`config.mk`:
```
export PLATFORM = sky130hd
export DESIGN_NAME = rast_ram
export DESIGN_NICKNAME = d
export VERILOG_FILES = /design/src/rtl/rast_ram.sv
export SDC_FILE = /design/constraint.sdc
export NUM_CORES = 1
export LEC_CHECK = 0
export BUFFER_PORTS_ARGS = -buffer_cell sky130_fd_sc_hd__buf_2
export CELL_PAD_IN_SITES_DETAIL_PLACEMENT = 1
export CELL_PAD_IN_SITES_GLOBAL_PLACEMENT = 1
export CORE_UTILIZATION = 40
export CTS_CLUSTER_SIZE = 8
export DETAILED_ROUTE_END_ITERATION = 10
export GPL_TIMING_DRIVEN = 1
export PLACE_DENSITY_LB_ADDON = 0.1
export RECOVER_POWER = 25
export SLEW_MARGIN = 40
export SYNTH_ARGS = -nofsm -noshare
export SYNTH_HDL_FRONTEND = slang
export SYNTH_SLANG_ARGS = --single-unit
```
`constraint.sdc`:
```
create_clock -name clk -period 2.7 [get_ports clk]
set_clock_uncertainty 0.2 [all_clocks]
set_input_delay 0.405 -clock clk [delete_from_list [all_inputs] [get_ports clk]]
set_output_delay 0.405 -clock clk [all_outputs]
set_load 0.05 [all_outputs]
```
`src/rtl/rast_ram.sv`:
```
module rast_ram #(
  parameter int unsigned WIDTH = 8,
  parameter int unsigned DEPTH = 16
) (
  input  logic                     clk,
  input  logic                     we,
  input  logic [$clog2(DEPTH)-1:0] waddr,
  input  logic [WIDTH-1:0]         wdata,
  input  logic                     re,
  input  logic [$clog2(DEPTH)-1:0] raddr,
  output logic [WIDTH-1:0]         rdata
);

  logic [WIDTH-1:0] mem [DEPTH];
  logic [WIDTH-1:0] rdata_r;

  // Write port and registered read port
  always_ff @(posedge clk) begin
    if (we) begin
      mem[waddr] <= wdata;
    end
    if (re) begin
      rdata_r <= mem[raddr];
    end
  end

  assign rdata = rdata_r;

endmodule

```
==> flow_metrics.tcl, run 1 <==
set metrics [dict create \
    status "finished, final reports clean" \
    clock_sinks 136 \
    grt_max_degree 33 \
    synth_top_area_share_pct 78.1 \
    rsz0062_at_grt "false" \
    worstPathArrival_ns 1.81 \
    endpoint_kind "flop" \
    antenna_found_initial 0 \
    place_congestion 0.698 \
    maxSlewViolCount 0 \
    areaGrowthSynthToFinish_pct 20.3 \
    cts-root-buf "clkbuf_16" \
    setup_slack_ns 0.827 \
    numCtsBuffers 17 \
    ys_top_cells_by_area "edfxtp_1, mux4_2, mux4_1, a22oi_1, nor2_1" \
    cts.htree.levels 4 \
    grtUsageTotal_pct 18.1 \
    p_per_area_nw_per_um2 814 \
    vias 2433 \
    hpwl_um 6660 \
    pwr-share-clk_pct 48.3 \
    async_flop_share_pct 0 \
    worst_pin_slew_ns 0.729 \
    syn_avg_cell_area_um2 22.8 \
    fillerInstances 1159 \
    dieArea_um2 13500 \
    grt_pass1_vias 2599 \
    start_util_pct 41.3 \
    period_share_pct 69.4 \
    layout.nets 303 \
    switching_share_pct 19.9 \
    syn_nets 248 \
    cts_resized 0 \
    rows 41 \
    synth_edf_count 136 \
    hold-worst-slack_ns 0.183 \
    final.setup.tns_ns 0 \
    grt-ovfl-total 0 \
    syn_area_um2 5230 \
    cts_hold_buf 0 \
    netlist_instances 229 \
    layout-drive-gt1-share_pct 30.0 \
    cp_data_required_time_ns 2.64 \
    yosys-top-cells-count "edfxtp_1, mux4_2, a22oi_1, mux4_1, nor2_1" \
    first_iter_violations 145 \
    firstDrtPassIters 4 \
    drc 0 \
    viasPerCell 5.19 \
    pwr-share-seq_pct 46.8 \
    die_w_um 116 \
    routed_wl_um 10900 \
    yosysTopAreaCell "edfxtp_1" \
    pre_cts_ws_ns 0.453 \
    pwr-share-comb_pct 5.0 \
    vdd_ir_drop_max_mv 0.505 \
    synth_top_flop_cell "edfxtp_1" \
    finalCriticalPeriod_ns 1.87 \
    synth.most_common_cell "edfxtp_1" \
    power_w 0.00512 \
    insertion_delay_ns 0.41 \
    ant_nets 0 \
    path_max_fanout 32 \
    antennaDiodeCount 0 \
    maxCapViolCount 0 \
    synth-seq-cells 136 \
    path_clk_slew_ns 0.06 \
    yosysWarnings 0 \
    hold_path_class "in -> reg" \
    yosysSeqAreaShare_pct 78.1 \
    p_sw_w 0.00102 \
    cts_setup_buffers 0 \
    p_int_w 0.00410 \
    grt_pass1_wl_um 16200 \
    leakagePower_nw 2.11 \
    yosysUniqueCellTypes 18 \
    slew_headroom_pct 51.4 \
    num_io_pins 27 \
    portBuffers 26 \
    wl_per_cell_um 23.3 \
    finalNonFillerCells 469 \
    dp.cells 437 \
    core_um2 12700 \
    die_y_um 116 \
    cts_tree "yes" \
    clockBufferDepth 2 \
    startpoint_type "input pin" \
    finalHoldViolations 0 \
    setup_viol 0 \
    fmax_mhz 534 \
    path_class "in -> reg" \
]
==> worst max-delay path, cell delays in order <==
cell and delay, ns:
buf_2 0.10, buf_12 0.25, mux4_2 0.54, a22oi_1 0.38, nand2_1 0.12
==> state kept, by name, summed over array words and instances (netlist names) <==
register  count
mem         128
rdata         8
==> final timing paths <==
| check | from | endpoint | slack (ns) | cells after the start |
|---|---|---|---|---|
| setup / recovery | raddr[0] | rdata[7] | 0.83 | 5 |
| hold / removal | re | rdata[0] | 0.18 | 1 |
| setup reg to reg | mem[11][7] | rdata[7] | 0.90 | 3 |
| hold reg to reg | mem[13][0] | rdata[0] | 0.55 | 3 |
==> routing by layer <==
| metal | GRT usage (%) | vias up | share of wire [%] |
|---|---|---|---|
| met5 | 0 | - | 0 |
| met3 | 5.03 | 12 | 3.8 |
| met2 | 29.0 | 47 | 49 |
| li1 | - | 1089 | - |
| met1 | 23.8 | 1285 | 45 |
| met4 | 6.67 | 0 | 1.4 |
==> logic make-up (layout without fill, tap and decap cells) <==
kind of cell | Yosys count | count (layout) | share of synthesized area (%)
DFF | 136 | 136 | 78.1
and+or+nand+nor | 35 | 35 | 3.14
muxes | 32 | 32 | 14.8
AOI/OAI and AO/OA | 16 | 16 | 2.30
buffers and inverters | 10 | 78 | 1.65
==> area by class of cell <==
type	count	area (µm²)	share of cell area, %
clock buffer	18	429	6.82
clock inverter	14	205	3.26
multi-input combinational	83	1060	16.8
sequential	136	4080	64.9
tap	172	215	3.42
timing repair buffer	46	298	4.74
==> power groups by stage <==
| stage | combinational [W] | clock [W] | sequential (W) |
|---|---|---|---|
| after floorplan | 0.000120 | 0 | 0.00247 |
| after global placement | 0.000255 | 0 | 0.00243 |
| after detailed placement | 0.000259 | 0 | 0.00244 |
| after CTS | 0.000262 | 0.00252 | 0.00239 |
| after global routing | 0.000274 | 0.00261 | 0.00240 |
| final | 0.000254 | 0.00247 | 0.00239 |
==> per-stage QoR <==
| stage | area, µm² | util, % |
|---|---|---|
| CTS | 6300 | 49.7 |
| finish | 6290 | 49.6 |
| global route | 6290 | 49.6 |
| detailed placement | 5660 | 44.7 |
| floorplan | 5230 | - |
| global placement | 5660 | 44.7 |
==> placed cells by master (no fill, tap or decap), types with 7 or more instances in the layout <==
cell type	netlist	final
nand2_1	9	9
clkbuf_16	0	17
nor2_1	13	13
clkbuf_1	0	7
a22oi_1	16	16
buf_2	3	20
mux4_1	14	14
edfxtp_1	136	136
mux4_2	18	18
buf_4	1	18
Power figures use the tool's default switching activity.
==> run 2, diff against run 1 <==
==> constraint.sdc (replaced) <==
create_clock -name clk -period 1.51 [get_ports clk]
set_clock_uncertainty 0.2 [all_clocks]
set_input_delay 0.2265 -clock clk [delete_from_list [all_inputs] [get_ports clk]]
set_output_delay 0.2265 -clock clk [all_outputs]
set_load 0.05 [all_outputs]
==> run 2 against run 1 <==
Compared with the run above:
- the run now ends with setup timing left
- flip-flop and latch count unchanged
- clock power increased by 86%
- cell count increased by 2.8%
- non-clock buffer count increased by 13
- worst hold slack got worse by 0.13 ns
- sequential power increased by 79%
- worst setup slack got worse by 0.92 ns
- register-to-register slack got worse by 0.99 ns
- highest routed layer unchanged
==> flow_metrics.tcl, run 2 (synthesized netlist as in run 1, its figures left out) <==
set metrics [dict create \
    rows 41 \
    viasPerCell 5.24 \
    numCtsBuffers 17 \
    finalCriticalPeriod_ns 1.60 \
    areaGrowthSynthToFinish_pct 25.0 \
    core_um2 12700 \
    wl_per_cell_um 23.8 \
    p_sw_w 0.00186 \
    antenna_found_initial 0 \
    p_int_w 0.00755 \
    path_max_fanout 1 \
    cp_data_required_time_ns 1.46 \
    die_w_um 116 \
    drc 0 \
    cts_tree "yes" \
    r2r-start "mem[11][0]" \
    mostFrequentLayoutCell "edfxtp_1" \
    violations "setup timing" \
    mostFrequentLayoutCells "edfxtp_1, mux4_2, buf_4" \
    slowest_stage "mux4_2" \
    min_from "wdata[6]" \
    reg2reg_depth 3 \
    ant_nets 0 \
    min_to "mem[2][6]" \
    die_y_um 116 \
    rr_endpoint "rdata[0]" \
    grtUsageTotal_pct 18.9 \
    status "complete, but fails checks" \
    rrSetupSlack_ns -0.09 \
    pwr-share-comb_pct 5.7 \
    cts_setup_buffers 0 \
    max_stage_delay_ns 0.48 \
    grt_pass1_vias 2669 \
    pwr-share-clk_pct 48.8 \
    maxCapViolCount 0 \
    finalHoldViolations 0 \
    hold_path_class "in -> reg" \
    clockBufferDepth 2 \
    fin_area_um2 6530 \
    path_class "reg -> reg" \
    vias 2524 \
    insertion_delay_ns 0.41 \
    fmax_mhz 623 \
    layout.nets 316 \
    setup_slack_ns -0.0943 \
    slew_headroom_pct 46.7 \
    grt_max_degree 21 \
    first_iter_violations 175 \
    place_congestion 0.679 \
    critPathBufInv 0 \
    worstPathArrival_ns 1.56 \
    largest_reg_flops 128 \
    hold-path-cell-count 1 \
    leakagePower_nw 2.16 \
    power_w 0.00941 \
    antennaDiodeCount 0 \
    endpoint_kind "flop" \
    p_per_area_nw_per_um2 1440 \
    worst_pin_slew_ns 0.800 \
    num_io_pins 27 \
    fillerInstances 1141 \
    maxSlewViolCount 0 \
    startpoint_type "flop" \
    switching_share_pct 19.8 \
    cp_top_family "multiplexers" \
    hpwl_um 7410 \
    layout-drive-gt1-share_pct 42.3 \
    start_util_pct 41.3 \
    path_cells "mux4_2 > a22oi_2 > nand2_1" \
    period_share_pct 106 \
    firstDrtPassIters 4 \
    cts-root-buf "clkbuf_16" \
    setup_viol 8 \
    grt-ovfl-total 0 \
    rsz0062_at_grt "true" \
    regMostFlops "mem" \
    multi_input_comb_area_um2 1100 \
    grt_pass1_wl_um 16900 \
    clock_sinks 136 \
    postPlaceCellArea_um2 5790 \
    portBuffers 26 \
    pwr-share-seq_pct 45.5 \
    dieArea_um2 13500 \
    vdd_ir_drop_max_mv 0.823 \
    cts.htree.levels 4 \
    final-seq-area_um2 4080 \
    path_clk_slew_ns 0.06 \
    routed_wl_um 11500 \
]
## run 2: stage by stage
stage	TNS [ns]	util [%]	hold WS (ns)	setup WS (ns)	std cells
2_1_floorplan	-1.08	-	0.125	-0.117	229
3_3_place_gp	-8.66	45.7	0.434	-0.549	448
3_5_place_dp	-11.73	45.7	0.433	-0.551	448
4_1_cts	-0.688	51.5	0.000939	-0.125	482
5_1_grt	-0.952	51.6	0.0502	-0.147	482
6_report	-0.579	51.6	0.0491	-0.0943	482
## run 2: final cells by class
cell class | instances | share of cell area (%)
clock inverters | 14 | 3.51
repair buffers | 59 | 7.28
multi-input cells | 83 | 16.8
clock buffers | 18 | 6.57
well taps | 172 | 3.29
flip-flops and latches | 136 | 62.5
## run 2: worst max path at each step
stage / from / to / slack [ns] / cells after the start
after floorplan: raddr[0] / rdata[1] / -0.12 / 5
after global placement: raddr[0] / rdata[3] / -0.55 / 6
after detailed placement: raddr[0] / rdata[3] / -0.55 / 6
after CTS: mem[7][6] / rdata[6] / -0.13 / 3
after global routing: mem[7][6] / rdata[6] / -0.15 / 3
final: mem[11][0] / rdata[0] / -0.09 / 3
## run 2: power groups by stage
stage	sequential, W	combinational [W]	clock, W
finish	0.00428	0.000538	0.00459
global placement	0.00436	0.000512	0
detailed placement	0.00436	0.000521	0
floorplan	0.00441	0.000238	0
global route	0.00429	0.000577	0.00479
CTS	0.00428	0.000547	0.00467
## run 2: layer usage
layer	vias up	GRT usage [%]	routed length (µm)
li1	1105	-	-
met1	1350	26.1	5430
met2	59	29.3	5570
met3	10	3.74	309
met4	0	7.95	159
met5	-	0	0
## run 2: repair_timing
| action | 4_1_cts | 5_1_grt |
|---|---|---|
| hold endpoints to repair | 11 | 0 |
| hold buffers | 2 | 0 |
| endpoints found under the setup margin | 11 | 8 |
| gates resized for setup | 13 | 1 |
==> run 3, diff against run 2 <==
--- a/config.mk
+++ b/config.mk
@@ -8,12 +8,13 @@
 export BUFFER_PORTS_ARGS = -buffer_cell sky130_fd_sc_hd__buf_2
 export CELL_PAD_IN_SITES_DETAIL_PLACEMENT = 1
 export CELL_PAD_IN_SITES_GLOBAL_PLACEMENT = 1
-export CORE_UTILIZATION = 40
+export CORE_UTILIZATION = 48
 export CTS_CLUSTER_SIZE = 8
 export DETAILED_ROUTE_END_ITERATION = 10
 export GPL_TIMING_DRIVEN = 1
 export PLACE_DENSITY_LB_ADDON = 0.1
 export RECOVER_POWER = 25
+export SETUP_SLACK_MARGIN = 0.5
 export SLEW_MARGIN = 40
 export SYNTH_ARGS = -nofsm -noshare
 export SYNTH_HDL_FRONTEND = slang
==> run 3 against run 2 <==
Compared with the run above:
- the run still ends with setup timing left
- via count up 3.1%
- register-to-register slack worse by 0.03 ns
- sequential share of layout area down 2.4 points
- sequential power about the same
- clock power down 7.4%
- count of clock-buffer cells in the layout up 3
- fmax down 1.6%
- flip-flop and latch count unchanged
- non-clock buffer count up 11
- die area down 16%
- utilization up 13 points
- design area up 4.0%
- critical path type unchanged
- critical endpoint is now rdata[3]
- largest cell class unchanged
==> flow_metrics.tcl, run 3 (synthesized netlist as in run 1, its figures left out) <==
set metrics [dict create \
    status "complete, but fails checks" \
    violations "setup timing" \
    mostFrequentLayoutCell "edfxtp_1" \
    grtUsageTotal_pct 21.9 \
    antennaDiodeCount 0 \
    finalHoldViolations 0 \
    startpoint_type "flop" \
    cp_data_required_time_ns 1.58 \
    setup_slack_ns -0.121 \
    path_max_fanout 1 \
    routed_wl_um 11000 \
    mostFrequentLayoutCells "edfxtp_1, mux4_2, buf_12" \
    final.setup.tns_ns -0.883 \
    vias 2602 \
    worstPathArrival_ns 1.70 \
    power_w 0.00914 \
    die_w_um 106 \
    num_io_pins 27 \
    layout-drive-gt1-share_pct 42.7 \
    grt_pass1_vias 2844 \
    path_clk_slew_ns 0.06 \
    cts.htree.levels 4 \
    p_per_area_nw_per_um2 1340 \
    cts-root-buf "clkbuf_8" \
    fin_area_um2 6800 \
    path_cells "mux4_2 > a22oi_2 > nand2_1" \
    max_stage_delay_ns 0.51 \
    cts_tree "yes" \
    rows 37 \
    largest_reg_flops 128 \
    grt_max_degree 22 \
    fillerInstances 864 \
    clock_sinks 136 \
    place_congestion 0.694 \
    worst_pin_slew_ns 0.675 \
    insertion_delay_ns 0.53 \
    finalCriticalPeriod_ns 1.63 \
    dieArea_um2 11300 \
    grt-ovfl-total 0 \
    period_share_pct 108 \
    endpoint_kind "flop" \
    hpwl_um 6830 \
    firstDrtPassIters 4 \
    first_iter_violations 157 \
    cp_top_family "multiplexers" \
    leakagePower_nw 2.27 \
    start_util_pct 50.0 \
    fmax_mhz 613 \
    ant_nets 0 \
    viasPerCell 5.69 \
    areaGrowthSynthToFinish_pct 30.0 \
    maxCapViolCount 0 \
    postPlaceCellArea_um2 6070 \
    wl_per_cell_um 24.0 \
    maxSlewViolCount 0 \
    final-seq-area_um2 4080 \
    setup_viol 13 \
    slew_headroom_pct 55.0 \
    slowest_stage "mux4_2" \
    vdd_ir_drop_max_mv 0.904 \
    path_class "reg -> reg" \
    critPathBufInv 0 \
    numCtsBuffers 17 \
    drc 0 \
    antenna_found_initial 0 \
    rsz0062_at_grt "true" \
    clockBufferDepth 2 \
    pre_cts_ws_ns -0.482 \
    multi_input_comb_area_um2 1180 \
    layout.nets 327 \
    core_um2 10500 \
    die_y_um 106 \
    regMostFlops "mem" \
    grt_pass1_wl_um 16600 \
    hold_path_class "in -> reg" \
    portBuffers 26 \
]
==> run 3: cell types whose count changed in the layout (fill, tap and decap cells not counted), moves of 6 or more <==
cell           change
buf_4             -16
buf_12            +10
nor2_1             -6
dlygate4sd3_1      +7
buf_6             +11
nor2_4             +9
buf_2              -7
clkbuf_1           +6
==> run 3: report_power, final <==
group	leakage, nW	switching [W]	internal, W
logic	0.733	0.000332	0.000268
clock network	0.299	0.00143	0.00282
registers	1.24	0.0000303	0.00426
total	2.27	0.00179	0.00735
==> run 3: area by class of cell <==
| class | count | share of cell area (%) |
|---|---|---|
| Sequential cell | 136 | 60.1 |
| Clock inverter | 11 | 2.61 |
| Tap cell | 136 | 2.50 |
| Timing Repair Buffer | 70 | 11.1 |
| Multi-Input combinational cell | 83 | 17.4 |
| Clock buffer | 21 | 6.31 |
==> run 3: worst register-to-register path, cell delays in order, from the launching register on <==
cell and delay (ns):
edfxtp_1 0.39, mux4_2 0.51, a22oi_2 0.21, nand2_1 0.08
==> run 3: final timing paths <==
| check | startpoint | to | slack, ns | depth (start not counted) |
|---|---|---|---|---|
| max | mem[3][3] | rdata[3] | -0.12 | 3 |
| min | waddr[2] | mem[0][4] | 0.07 | 4 |
| max reg2reg | mem[3][3] | rdata[3] | -0.12 | 3 |
| min reg2reg | mem[15][5] | rdata[5] | 0.54 | 3 |
==> run 3: layer usage <==
metal	part of all wire, %	track usage, %	vias to the layer above	routed length [µm]
met2	53	37.6	90	5760
met1	40	25.5	1361	4410
met3	4.8	6.01	22	531
li1	-	-	1129	-
met5	0	0	-	0
met4	2.3	10.5	0	250
==> run 3: through the flow <==
| stage | utilization, % | hold slack [ns] | instances |
|---|---|---|---|
| floorplan | - | 0.125 | 229 |
| global placement | 58.0 | 0.413 | 415 |
| detailed placement | 58.0 | 0.426 | 415 |
| CTS | 65.7 | 0.0413 | 457 |
| global route | 65.0 | 0.0613 | 457 |
| finish | 65.0 | 0.0705 | 457 |
==> run 3: repair_timing <==
action,4_1_cts,5_1_grt
setup buffers,1,0
cloned,0,0
pin swaps,4,2
resized for setup,28,3
hold buffers,9,0
endpoints found under the setup margin,94,100
hold endpoints to repair,136,0
